`config.mk`:
```
export PLATFORM = sky130hd
export DESIGN_NAME = bytecode_local_type_scanner
export DESIGN_NICKNAME = d
export VERILOG_FILES = /design/src/rtl/blts_pkg.sv /design/src/rtl/bytecode_local_type_scanner.sv
export VERILOG_INCLUDE_DIRS = /design/src /design/src/rtl
export SDC_FILE = /design/constraint.sdc
export NUM_CORES = 1
export LEC_CHECK = 0
export BUFFER_PORTS_ARGS = -buffer_cell sky130_fd_sc_hd__buf_2
export CAP_MARGIN = 5
export CORE_ASPECT_RATIO = 0.9
export CORE_MARGIN = 2
export CORE_UTILIZATION = 30
export CTS_BUF_LIST = sky130_fd_sc_hd__clkbuf_8
export DETAILED_ROUTE_END_ITERATION = 12
export PLACE_DENSITY = 0.45
export SLEW_MARGIN = 40
export SYNTH_ARGS = -nofsm -noshare
export SYNTH_HDL_FRONTEND = slang
export SYNTH_SLANG_ARGS = --single-unit
```
`constraint.sdc`:
```
create_clock -name clock -period 5.8 [get_ports clock]
set_input_delay 0.58 -clock clock [delete_from_list [all_inputs] [get_ports clock]]
set_output_delay 0.58 -clock clock [all_outputs]
set_load 0.05 [all_outputs]
```
`src/rtl/bytecode_local_type_scanner_assert.svh`:
```
`ifndef BYTECODE_LOCAL_TYPE_SCANNER_ASSERT_SVH
`define BYTECODE_LOCAL_TYPE_SCANNER_ASSERT_SVH
// assertion macros
`define BLTS_ASSERT(lbl, clk, rst, prop, msg) \
   lbl: assert property (@(posedge clk) disable iff (rst) (prop)) else $error(msg);
`define BLTS_ASSERT_NR(lbl, clk, prop, msg) \
   lbl: assert property (@(posedge clk) (prop)) else $error(msg);
`endif

```
`src/rtl/blts_pkg.sv`:
```
`default_nettype none
package blts_pkg;
   typedef enum logic [3:0] {
      PH_OPCODE, PH_SKIP, PH_INDEX, PH_WOP, PH_WHI, PH_WLO, PH_SWHEAD, PH_SWA, PH_SWB
   } phase_type;

   typedef enum logic [2:0] {
      ST_RUN = 3'd0, ST_PASSED = 3'd1, ST_SLOT = 3'd2, ST_UNKNOWN = 3'd3, ST_END = 3'd4
   } status_type;

   localparam logic [1:0] REG_LOCAL_COUNT = 2'd0;
   localparam logic [1:0] REG_ARG_SLOTS   = 2'd1;
   localparam logic [1:0] REG_STOP_POS    = 2'd2;

   localparam logic [7:0] OP_IINC         = 8'd132;
   localparam logic [7:0] OP_RET          = 8'd169;
   localparam logic [7:0] OP_TABLESWITCH  = 8'd170;
   localparam logic [7:0] OP_LOOKUPSWITCH = 8'd171;
   localparam logic [7:0] OP_WIDE         = 8'd196;

   function automatic logic [2:0] op_len(input logic [7:0] op);
      logic [2:0] r;
      r = 3'd0;
      if (op <= 8'd15) r = 3'd1;
      else if (op == 8'd16 || op == 8'd18) r = 3'd2;
      else if (op == 8'd17 || op == 8'd19 || op == 8'd20) r = 3'd3;
      else if (op <= 8'd25) r = 3'd2;
      else if (op <= 8'd53) r = 3'd1;
      else if (op <= 8'd58) r = 3'd2;
      else if (op <= 8'd131) r = 3'd1;
      else if (op == OP_IINC) r = 3'd3;
      else if (op <= 8'd152) r = 3'd1;
      else if (op <= 8'd168) r = 3'd3;
      else if (op == OP_RET) r = 3'd2;
      else if (op <= 8'd171) r = 3'd0;
      else if (op <= 8'd177) r = 3'd1;
      else if (op <= 8'd184) r = 3'd3;
      else if (op <= 8'd186) r = 3'd5;
      else if (op == 8'd187 || op == 8'd189) r = 3'd3;
      else if (op == 8'd188) r = 3'd2;
      else if (op <= 8'd191) r = 3'd1;
      else if (op <= 8'd193) r = 3'd3;
      else if (op <= 8'd195) r = 3'd1;
      else if (op == OP_WIDE) r = 3'd0;
      else if (op == 8'd197) r = 3'd4;
      else if (op <= 8'd199) r = 3'd3;
      else if (op <= 8'd201) r = 3'd5;
      return r;
   endfunction

   function automatic logic indexed_access(input logic [7:0] op);
      return (op >= 8'd21 && op <= 8'd25) || (op >= 8'd54 && op <= 8'd58);
   endfunction

   function automatic logic [2:0] indexed_type(input logic [7:0] op);
      logic [7:0] d;
      d = (op <= 8'd25) ? op - 8'd21 : op - 8'd54;
      return d[2:0];
   endfunction
endpackage
`default_nettype wire

```
`src/rtl/bytecode_local_type_scanner.sv`:
```
`default_nettype none
`include "bytecode_local_type_scanner_assert.svh"
// Bytecode scanner: one bytecode byte per item, one result item per byte, one item
// per cycle unless stalled. Each item is decoded combinationally from a registered input
// stage into a registered result stage; the decode state (phase, skip counter, switch
// word) updates once per accepted byte. Scanning ends on an out-of-range slot, an
// unknown opcode, an opcode past stop_position or the last byte; later bytes give done.
module bytecode_local_type_scanner (
   input  wire logic        clock,
   input  wire logic        reset,
   input  wire logic        req_valid,
   output logic             req_ready,
   input  wire logic [7:0]  req_code_byte,
   input  wire logic        req_last_byte,
   output logic             rsp_valid,
   input  wire logic        rsp_ready,
   output logic             rsp_instr_start,
   output logic             rsp_assign_valid,
   output logic [15:0]      rsp_slot,
   output logic [2:0]       rsp_type_code,
   output logic             rsp_done_res,
   output logic [2:0]       rsp_status,
   input  wire logic        csr_valid,
   output logic             csr_ready,
   input  wire logic [1:0]  csr_index,
   input  wire logic [15:0] csr_data
);
   import blts_pkg::*;

   logic [15:0] local_count_ff, arg_slots_ff, stop_pos_ff;
   logic [15:0] pos_ff, pos_in;
   phase_type   phase_ff, phase_in;
   logic [7:0]  op_ff, op_in;
   logic [31:0] skip_ff, skip_in, word_ff, word_in, low_ff, low_in;
   logic [15:0] sidx_ff, sidx_in;
   logic        stopped_ff, stopped_in;
   logic [2:0]  code_ff, code_in;

   logic        iv_ff;
   logic [7:0]  ib_ff;
   logic        il_ff;

   logic        inst, av;
   logic [15:0] sl;
   logic [2:0]  ty;
   logic [2:0]  stop;
   logic        take;
   logic        fire_in;

   logic [15:0] r_slot;
   logic [2:0]  r_type;
   logic        r_do;
   logic [32:0] tb_diff;
   logic [34:0] tb_len;
   logic [31:0] wa;
   logic [7:0]  d8;

   assign csr_ready = 1'b1;
   assign take      = iv_ff && (!rsp_valid || rsp_ready);
   assign req_ready = !iv_ff || take;
   assign fire_in   = req_valid && req_ready;

   always_ff @(posedge clock) begin
      if (reset) begin
         local_count_ff <= '0;
         arg_slots_ff   <= '0;
         stop_pos_ff    <= '0;
      end else if (csr_valid) begin
         unique case (csr_index)
            REG_LOCAL_COUNT: local_count_ff <= csr_data;
            REG_ARG_SLOTS:   arg_slots_ff   <= csr_data;
            REG_STOP_POS:    stop_pos_ff    <= csr_data;
            default: ;
         endcase
      end
   end

   always_ff @(posedge clock) begin
      if (reset) iv_ff <= 1'b0;
      else if (fire_in) iv_ff <= 1'b1;
      else if (take) iv_ff <= 1'b0;
      if (fire_in) begin
         ib_ff <= req_code_byte;
         il_ff <= req_last_byte;
      end
   end

   always_comb begin
      pos_in = pos_ff + 16'd1; phase_in = phase_ff; op_in = op_ff;
      skip_in = skip_ff; word_in = word_ff; low_in = low_ff; sidx_in = sidx_ff;
      stopped_in = stopped_ff; code_in = code_ff;
      inst = 1'b0; stop = ST_RUN; r_do = 1'b0; r_slot = '0; r_type = '0;
      tb_diff = '0; tb_len = '0; wa = '0; d8 = '0;
      if (stopped_ff) begin
         pos_in = pos_ff;
      end else begin
         unique case (phase_ff)
            PH_OPCODE: begin
               inst = 1'b1;
               if (pos_ff > stop_pos_ff) stop = ST_PASSED;
               else begin
                  op_in = ib_ff;
                  if (ib_ff == OP_WIDE) phase_in = PH_WOP;
                  else if (ib_ff == OP_TABLESWITCH || ib_ff == OP_LOOKUPSWITCH) begin
                     skip_in = {29'd0, 3'd7 - {1'b0, pos_ff[1:0]}};
                     phase_in = PH_SWHEAD;
                  end else if (ib_ff >= 8'd26 && ib_ff <= 8'd45) begin
                     d8 = ib_ff - 8'd26;
                     r_do = 1'b1; r_slot = {14'd0, d8[1:0]}; r_type = d8[4:2];
                  end else if (ib_ff >= 8'd59 && ib_ff <= 8'd78) begin
                     d8 = ib_ff - 8'd59;
                     r_do = 1'b1; r_slot = {14'd0, d8[1:0]}; r_type = d8[4:2];
                  end else if (indexed_access(ib_ff)) phase_in = PH_INDEX;
                  else if (op_len(ib_ff) == 3'd0) stop = ST_UNKNOWN;
                  else if (op_len(ib_ff) != 3'd1) begin
                     skip_in = {29'd0, op_len(ib_ff) - 3'd1};
                     phase_in = PH_SKIP;
                  end
               end
            end
            PH_SKIP: begin
               skip_in = skip_ff - 32'd1;
               if (skip_in == '0) phase_in = PH_OPCODE;
            end
            PH_INDEX: begin
               r_do = 1'b1; r_slot = {8'd0, ib_ff}; r_type = indexed_type(op_ff);
               phase_in = PH_OPCODE;
            end
            PH_WOP: begin
               op_in = ib_ff;
               if (indexed_access(ib_ff) || ib_ff == OP_IINC || ib_ff == OP_RET)
                  phase_in = PH_WHI;
               else stop = ST_UNKNOWN;
            end
            PH_WHI: begin
               sidx_in = {ib_ff, 8'd0};
               phase_in = PH_WLO;
            end
            PH_WLO: begin
               sidx_in = {sidx_ff[15:8], ib_ff};
               phase_in = PH_OPCODE;
               if (indexed_access(op_ff)) begin
                  r_do = 1'b1; r_slot = {sidx_ff[15:8], ib_ff}; r_type = indexed_type(op_ff);
               end else if (op_ff == OP_IINC) begin
                  skip_in = 32'd2; phase_in = PH_SKIP;
               end
            end
            PH_SWHEAD: begin
               skip_in = skip_ff - 32'd1;
               if (skip_in == '0) begin
                  skip_in = 32'd4; word_in = '0; phase_in = PH_SWA;
               end
            end
            PH_SWA: begin
               wa = {word_ff[23:0], ib_ff};
               word_in = wa;
               skip_in = skip_ff - 32'd1;
               if (skip_in == '0) begin
                  if (op_ff == OP_LOOKUPSWITCH) begin
                     if (wa[31]) stop = ST_UNKNOWN;
                     else if (wa == '0) phase_in = PH_OPCODE;
                     else begin
                        skip_in = (wa[31:29] != 3'd0) ? 32'hFFFF_FFFF : {wa[28:0], 3'b000};
                        phase_in = PH_SKIP;
                     end
                  end else begin
                     low_in = wa; word_in = '0; skip_in = 32'd4; phase_in = PH_SWB;
                  end
               end
            end
            PH_SWB: begin
               wa = {word_ff[23:0], ib_ff};
               word_in = wa;
               skip_in = skip_ff - 32'd1;
               if (skip_in == '0) begin
                  tb_diff = {1'b0, wa ^ 32'h8000_0000} - {1'b0, low_ff ^ 32'h8000_0000};
                  tb_len = {tb_diff[31:0] + 32'd1 == 32'd0, tb_diff[31:0] + 32'd1, 2'b00};
                  if (tb_diff[32]) stop = ST_UNKNOWN;
                  else begin
                     skip_in = (tb_len[34:32] != 3'd0) ? 32'hFFFF_FFFF : tb_len[31:0];
                     phase_in = PH_SKIP;
                  end
               end
            end
            default: phase_in = PH_OPCODE;
         endcase
         if (r_do && r_slot >= local_count_ff) begin
            stop = ST_SLOT; r_do = 1'b0;
         end
         if (stop == ST_RUN && il_ff) stop = ST_END;
         if (stop != ST_RUN) begin
            stopped_in = 1'b1; code_in = stop;
         end
      end
      av = r_do && (r_slot >= arg_slots_ff);
      sl = av ? r_slot : '0;
      ty = av ? r_type : '0;
   end

   always_ff @(posedge clock) begin
      if (reset) begin
         pos_ff <= '0; phase_ff <= PH_OPCODE; op_ff <= '0; skip_ff <= '0;
         word_ff <= '0; low_ff <= '0; sidx_ff <= '0; stopped_ff <= 1'b0; code_ff <= ST_RUN;
         rsp_valid <= 1'b0;
      end else begin
         if (take) begin
            pos_ff <= pos_in; phase_ff <= phase_in; op_ff <= op_in; skip_ff <= skip_in;
            word_ff <= word_in; low_ff <= low_in; sidx_ff <= sidx_in;
            stopped_ff <= stopped_in; code_ff <= code_in;
            rsp_valid <= 1'b1;
         end else if (rsp_ready) rsp_valid <= 1'b0;
      end
      if (take) begin
         rsp_instr_start  <= inst;
         rsp_assign_valid <= av;
         rsp_slot         <= sl;
         rsp_type_code    <= ty;
         rsp_done_res     <= stopped_in;
         rsp_status       <= stopped_ff ? code_ff : stop;
      end
   end

   `BLTS_ASSERT(a_av_range, clock, reset, rsp_valid && rsp_assign_valid |-> rsp_type_code <= 3'd4, "bad type")
   `BLTS_ASSERT(a_stop_sticky, clock, reset, stopped_ff |=> stopped_ff, "stop cleared")
   `BLTS_ASSERT(a_done_quiet, clock, reset, rsp_valid && rsp_status != ST_RUN |-> rsp_done_res, "status without done")
endmodule
`default_nettype wire
```
# Word level (Yosys, flattened, before mapping)
# Cells that the tools add are included.
# W data, S select, Z words.
# word_totals
latch_bits,0
ram_bits,0
reg_bits,212
mem_count,0
romBits,0
out_inout_bits,28
inputBits,32
# op_classes
bitwise_logic,6
n_eq_ne,47
add_sub_neg,10
shift,0
div_mod_pow,0
multipliers,0
n_reduce_logical,51
mux,150
n_lt_le_gt_ge,29
# op_table
cell,n
$mux W32,19
$pmux W32 S6,1
$mux W3,62
$le A8 B8 Y1 const B,12
$logic_not A32 Y1,3
$eq A8 B8 Y1 const B,11
$mux W24,3
$pmux W24 S3,1
$mux W4,16
$mux W16,3
$pmux W16 S3,1
$eq A8 B5 Y1 const B,5
$mux W2,18
$sub A32 B32 Y33,1
$add A32 B1 Y32 const B,1
$ge A16 B16 Y1,2
$le A8 B6 Y1 const B,4
$pmux W16 S2,1
$pmux W4 S8,1
$sub A32 B1 Y32 const B,1
$ge A8 B5 Y1 const B,3
$ge A8 B6 Y1 const B,3
$ne A2 B2 Y1 const B,10
$mux W1,19
other kinds (41),92

# Depth between registers and ports, before layout
# logic_depth
depth_word,63
ltp_mapped,29
depth_no_buf,28

# Worst setup path after synthesis
# OpenSTA, ideal clock, no wires.
# synth_path
path_type,reg2reg
from,reg ib_ff[1]
to,reg rsp_slot[10] (data pin)
synth_period_minus_slack_ps,5604
path_stages_with_launch,28
setup_ps,255
setup_slack_ps,196
t_arrival_ps,5349
cell_sequence,edfxtp_1 -> clkbuf_1 -> inv_1 -> ha_1 -> clkbuf_1 -> nor2_1 -> and3_1 -> o32ai_1 -> nand2_1 -> o21ai_0 -> and3_1 -> a31oi_1 -> or2_2 -> ha_1 -> nand2b_1 -> a21o_1 -> a21o_1 -> a21o_1 -> a21o_1 -> a21o_1 -> a21oi_1 -> nor2b_1 -> o21ai_0 -> a21oi_1 -> o41ai_1 -> nor3_1 -> clkbuf_1 -> and3_1
# synth_via
elab_chain_cells,14
elab_cells_between_ends,34
cone_classes,add/sub (2); order compare (6); eq/ne (3); mux (18); reduce/logical (5)
# synth_lines
item,line,source
"start, declared",bytecode_local_type_scanner.sv:40,logic [7:0] ib_ff;
"start signal, assigned",bytecode_local_type_scanner.sv:83,ib_ff <= req_code_byte;
$ge A8 B6 Y1 / $le A8 B7 Y1 (equally long branches),bytecode_local_type_scanner.sv:110,end else if (ib_ff >= 8'd59 && ib_ff <= 8'd78) begin
$logic_and A1 B1 Y1,bytecode_local_type_scanner.sv:110,
$mux W2,bytecode_local_type_scanner.sv:110,
$mux W2,bytecode_local_type_scanner.sv:107,end else if (ib_ff >= 8'd26 && ib_ff <= 8'd45) begin
$mux W2,bytecode_local_type_scanner.sv:104,else if (ib_ff == OP_TABLESWITCH || ib_ff == OP_LOOKUPSWITCH) begin
$mux W2,bytecode_local_type_scanner.sv:103,if (ib_ff == OP_WIDE) phase_in = PH_WOP;
$mux W2,bytecode_local_type_scanner.sv:100,if (pos_ff > stop_pos_ff) stop = ST_PASSED;
$pmux W16 S3,bytecode_local_type_scanner.sv:97,unique case (phase_ff)
$mux W16,bytecode_local_type_scanner.sv:94,if (stopped_ff) begin
$ge A16 B16 Y1,bytecode_local_type_scanner.sv:187,if (r_do && r_slot >= local_count_ff) begin
$logic_and A1 B1 Y1,bytecode_local_type_scanner.sv:187,
$mux W1,bytecode_local_type_scanner.sv:187,
$mux W1,bytecode_local_type_scanner.sv:94,
$logic_and A1 B1 Y1 (*),bytecode_local_type_scanner.sv:195,av = r_do && (r_slot >= arg_slots_ff);
net av,bytecode_local_type_scanner.sv:43,"logic inst, av;"
"end signal, assigned",bytecode_local_type_scanner.sv:216,rsp_slot <= sl;
"end, declared",bytecode_local_type_scanner.sv:19,"output logic [15:0] rsp_slot,"
# Mark *: on every way through the listed nets, which the timed path passes. The rest lies on a longest branch. The select of a mux whose other input is x is not followed.
# A chain may end at the register's enable or synchronous reset.

# Worst setup path after layout
# layout_path
from,reg stop_pos_ff[1]
to,reg rsp_slot[5] (data pin)
# layout_via
elab_chain_cells,9
elab_cells_between_ends,14
cone_classes,order compare (3); mux (9); reduce/logical (2)
# layout_lines
item,line,source
"start, declared",bytecode_local_type_scanner.sv:30,"logic [15:0] local_count_ff, arg_slots_ff, stop_pos_ff;"
"start signal, assigned",bytecode_local_type_scanner.sv:72,REG_STOP_POS: stop_pos_ff <= csr_data;
$gt A16 B16 Y1 (*),bytecode_local_type_scanner.sv:100,
$mux W2,bytecode_local_type_scanner.sv:100,
$pmux W16 S3,bytecode_local_type_scanner.sv:97,
$mux W16,bytecode_local_type_scanner.sv:94,
$ge A16 B16 Y1,bytecode_local_type_scanner.sv:187,
$logic_and A1 B1 Y1,bytecode_local_type_scanner.sv:187,
$mux W1,bytecode_local_type_scanner.sv:187,
$mux W1,bytecode_local_type_scanner.sv:94,
$logic_and A1 B1 Y1 (*),bytecode_local_type_scanner.sv:195,
# Mark *: on every way between the ends. The rest lies on a longest branch, timed or not. The select of a mux whose other input is x is not followed.

==> qor.yml <==
outcome:
  run_status: "finished clean"
power:
  cellPowerDensity_mw_per_mm2: 220.2
  finalPower_uw: 4124
  p_sw_uw: 1356
  p_sw_share_pct: 32.88
  share_comb_of_total_power_pct: 21.0
  power_leakage_uw: 0.007489
  vdd.ir_drop.worst_mv: 0.1202
  pwr-share-clk_pct: 41.2
  power_frac_seq_pct: 37.8
  internal_power_uw: 2768
grt:
  grt.total_usage_pct: 21.29
  antenna_found_initial: 3
  gr-total-overflow: 0
  number_of_global_route_vias_before_repair: 15550
  largest_net_degree_at_the_start_of_global_routing: 106
  global_route_wire_length_before_repair_um: 94430
cts:
  clkLatencyLatePin_ps: 630
  cts-htree-levels: 2
  cts_max_path_buffers: 3
  cts-buffers-inserted: 43
  clkTransAtPathRegs_ps: 60
  clock_sink_count: 212
  root_buffer: "sky130_fd_sc_hd__clkbuf_8"
  cts_tree: "built"
  count_of_hold_buffers_inserted_by_post_cts_repair: 0
logic_synthesis:
  synth-seq-cells: 212
  syn-cell-area_mm2: 0.01640
  synth_cell_type_count: 91
  post_synth_inst_count: 2183
  yosys-top-cells-count: "227 x sky130_fd_sc_hd__nor2_1, 223 x sky130_fd_sc_hd__nand2_1, 219 x sky130_fd_sc_hd__a21oi_1"
  synth_largest_area_cell: "sky130_fd_sc_hd__dfxtp_1"
  yosys_warnings: 0
  synthMostInstantiatedCell: "sky130_fd_sc_hd__nor2_1"
  synth_nets: 2317
  synthesis.area_per_instance_um2: 7.512
  synth_flop_cell: "sky130_fd_sc_hd__dfxtp_1"
  synth_enable_flop_cells: 34
  post_synth_arst_share_pct: 0
  synth.area.top_cells: "sky130_fd_sc_hd__dfxtp_1 22%, sky130_fd_sc_hd__ha_1 7.7%, sky130_fd_sc_hd__a21oi_1 6.7%"
  yosysTopAreaCellShare_pct: 21.73
  synth_sequential_area_ratio_pct: 27.95
critical_path:
  required_ps: 6150
  critical-path-slowest-cell: "sky130_fd_sc_hd__o41ai_2"
  cp_slowest_stage_delay_ps: 350
  critical_path.endpoint_type: "flip-flop"
  cpMostUsedCell: "sky130_fd_sc_hd__a21o_1"
  worst-r2r-cell-count: 28
  crit_arrival_ps: 5780
  timing.setup.critical_path_class: "flip-flop to flip-flop"
  startpoint_type: "flip-flop"
  crit_path_max_fanout: 15
route:
  dr.first_iter.drc_count: 1491
  post_drt_wl_per_cell_um: 20.62
  remaining_drc_errors: 0
  route.final.wire_length_um: 61370
  route.detailed.vias_per_inst: 5.608
  drt_pass1_iterations: 5
  number_of_nets_with_antenna_violations_after_detailed_routing: 0
  detailroute.via_count: 16700
timing:
  finalCriticalPeriod_ps: 5430
  timing.max_slew.rel_slack_pct: 43.49
  hold_slack_ps: 143.2
  setup_tns_ps: 0
  fmax_ghz: 0.1842
  report.final.hold_viol_count: 0
  finalClockSkew_ps: 28.36
  tightest_slew_ps: 847.7
  post-route-period-util_pct: 93.62
  finalSetupViolations: 0
  timing.final.max_slew_violations: 0
die:
  floorplan.die.height_um: 225.8
  floorplan_die_area_mm2: 0.05655
  core_area_mm2: 0.05422
  top_level_ports: 60
  initial_utilization_pct: 30.25
  die_x_um: 250.5
  rows: 81
flow_run:
  drv_cap: 0
placement:
  gpl.final_weighted_congestion: 0.9014
  buffers_added_on_ports: 58
  dpl.hpwl_um: 44170
hold_path:
  hold_depth: 1
  timing.hold.worst.class: "input port to flip-flop"
final_layout:
  syn_to_final_growth_pct: 14.20
  final_layout_size_suffix_gt1_share_pct: 11.90
  layout.nets: 2369
final timing paths:
| kind | to | start | slack, ps |
|---|---|---|---|
| min | ib_ff[3] | req_code_byte[3] | 140 |
| min reg2reg | stop_pos_ff[8] | stop_pos_ff[8] | 460 |
| max reg2reg | rsp_slot[5] | stop_pos_ff[1] | 370 |
| max | rsp_slot[5] | stop_pos_ff[1] | 370 |
power groups by stage:
| stage | registers (µW) | clock network [µW] | logic [µW] |
|---|---|---|---|
| final | 1560 | 1700 | 867 |
| after global routing | 1560 | 1820 | 950 |
| after CTS | 1560 | 1750 | 852 |
| after detailed placement | 1590 | 0 | 848 |
| after global placement | 1590 | 0 | 843 |
| after floorplan | 1610 | 0 | 549 |
layer usage:
layer	track usage (%)	routed length, µm
met4	4.771	1006
met5	0	0
met3	3.124	3975
met1	32.19	31140
met2	31.48	25250
through the flow:
stage	util [%]	area [µm²]	cells	setup WS, ps
CTS	34.46	18680	2973	258.8
detailed placement	32.80	17790	2894	326.3
finish	34.54	18730	2977	370.1
floorplan	-	16400	2183	195.8
global route	34.53	18720	2975	-22.55
global placement	32.73	17750	2893	337.7
cells in the final DEF (no fill, tap or decap), types with 38 or more instances in the layout:
| cell type | Yosys | routed |
|---|---|---|
| sky130_fd_sc_hd__mux2i_1 | 44 | 44 |
| sky130_fd_sc_hd__ha_1 | 101 | 101 |
| sky130_fd_sc_hd__clkbuf_8 | 0 | 48 |
| sky130_fd_sc_hd__xor2_1 | 40 | 40 |
| sky130_fd_sc_hd__and2_1 | 38 | 38 |
| sky130_fd_sc_hd__nor2_1 | 227 | 225 |
| sky130_fd_sc_hd__a21oi_1 | 219 | 218 |
| sky130_fd_sc_hd__buf_4 | 2 | 92 |
| sky130_fd_sc_hd__nor3_1 | 72 | 72 |
| sky130_fd_sc_hd__buf_2 | 11 | 57 |
| sky130_fd_sc_hd__xnor2_1 | 54 | 54 |
| sky130_fd_sc_hd__o21ai_0 | 110 | 110 |
| sky130_fd_sc_hd__inv_1 | 100 | 110 |
| sky130_fd_sc_hd__nand3_1 | 47 | 47 |
| sky130_fd_sc_hd__dfxtp_1 | 178 | 178 |
| sky130_fd_sc_hd__nand2_1 | 223 | 223 |
logic make-up after synthesis:
logic type | synth area share (%)
XOR/XNOR | 5.020
multiplexers | 3.029
buffers and inverters | 5.852
adder cells (fa/ha/maj) | 7.828
AND/OR/NAND/NOR | 26.22
flip-flops | 27.95
other | 0.02287
AO/OA/AOI/OAI | 24.08
worst max-delay path: cells and delay by family (launching register included):
| family | cells | cell delay (ps) |
|---|---|---|
| adders and majority gates | 2 | 570 |
| AOI/OAI and AO/OA | 17 | 2810 |
| DFF | 1 | 330 |
| buffers and inverters | 2 | 270 |
| and+or+nand+nor | 7 | 1210 |
flip-flops by register name, indices dropped and copies added (netlist names):
signal            count
iv_ff                 1
word_ff              24
rsp_done_res          1
sidx_ff               8
rsp_assign_valid      1
stopped_ff            1
skip_ff              32
arg_slots_ff         16
low_ff               32
rsp_type_code         3
rsp_valid             1
il_ff                 1
code_ff               3
rsp_slot             16
pos_ff               16
ib_ff                 8
phase_ff              4
stop_pos_ff          16
op_ff                 8
local_count_ff       16
rsp_status            3
rsp_instr_start       1
what timing repair did:
item | CTS | global route
endpoints found under the setup margin | 0 | 21
setup buffers | 0 | 1
resized for setup | 0 | 4
area by class of cell:
| cell class | instances | area [µm²] |
|---|---|---|
| Antenna cell | 3 | 7.507 |
| Clock buffer | 48 | 660.6 |
| Clock inverter | 31 | 237.7 |
| Fill cell | 5720 | 35490 |
| Inverter | 100 | 375.4 |
| Multi-Input combinational cell | 1725 | 10930 |
| Sequential cell | 212 | 4584 |
| Tap cell | 705 | 882.1 |
| Timing Repair Buffer | 153 | 1050 |
Power figures use the tool's default switching activity.
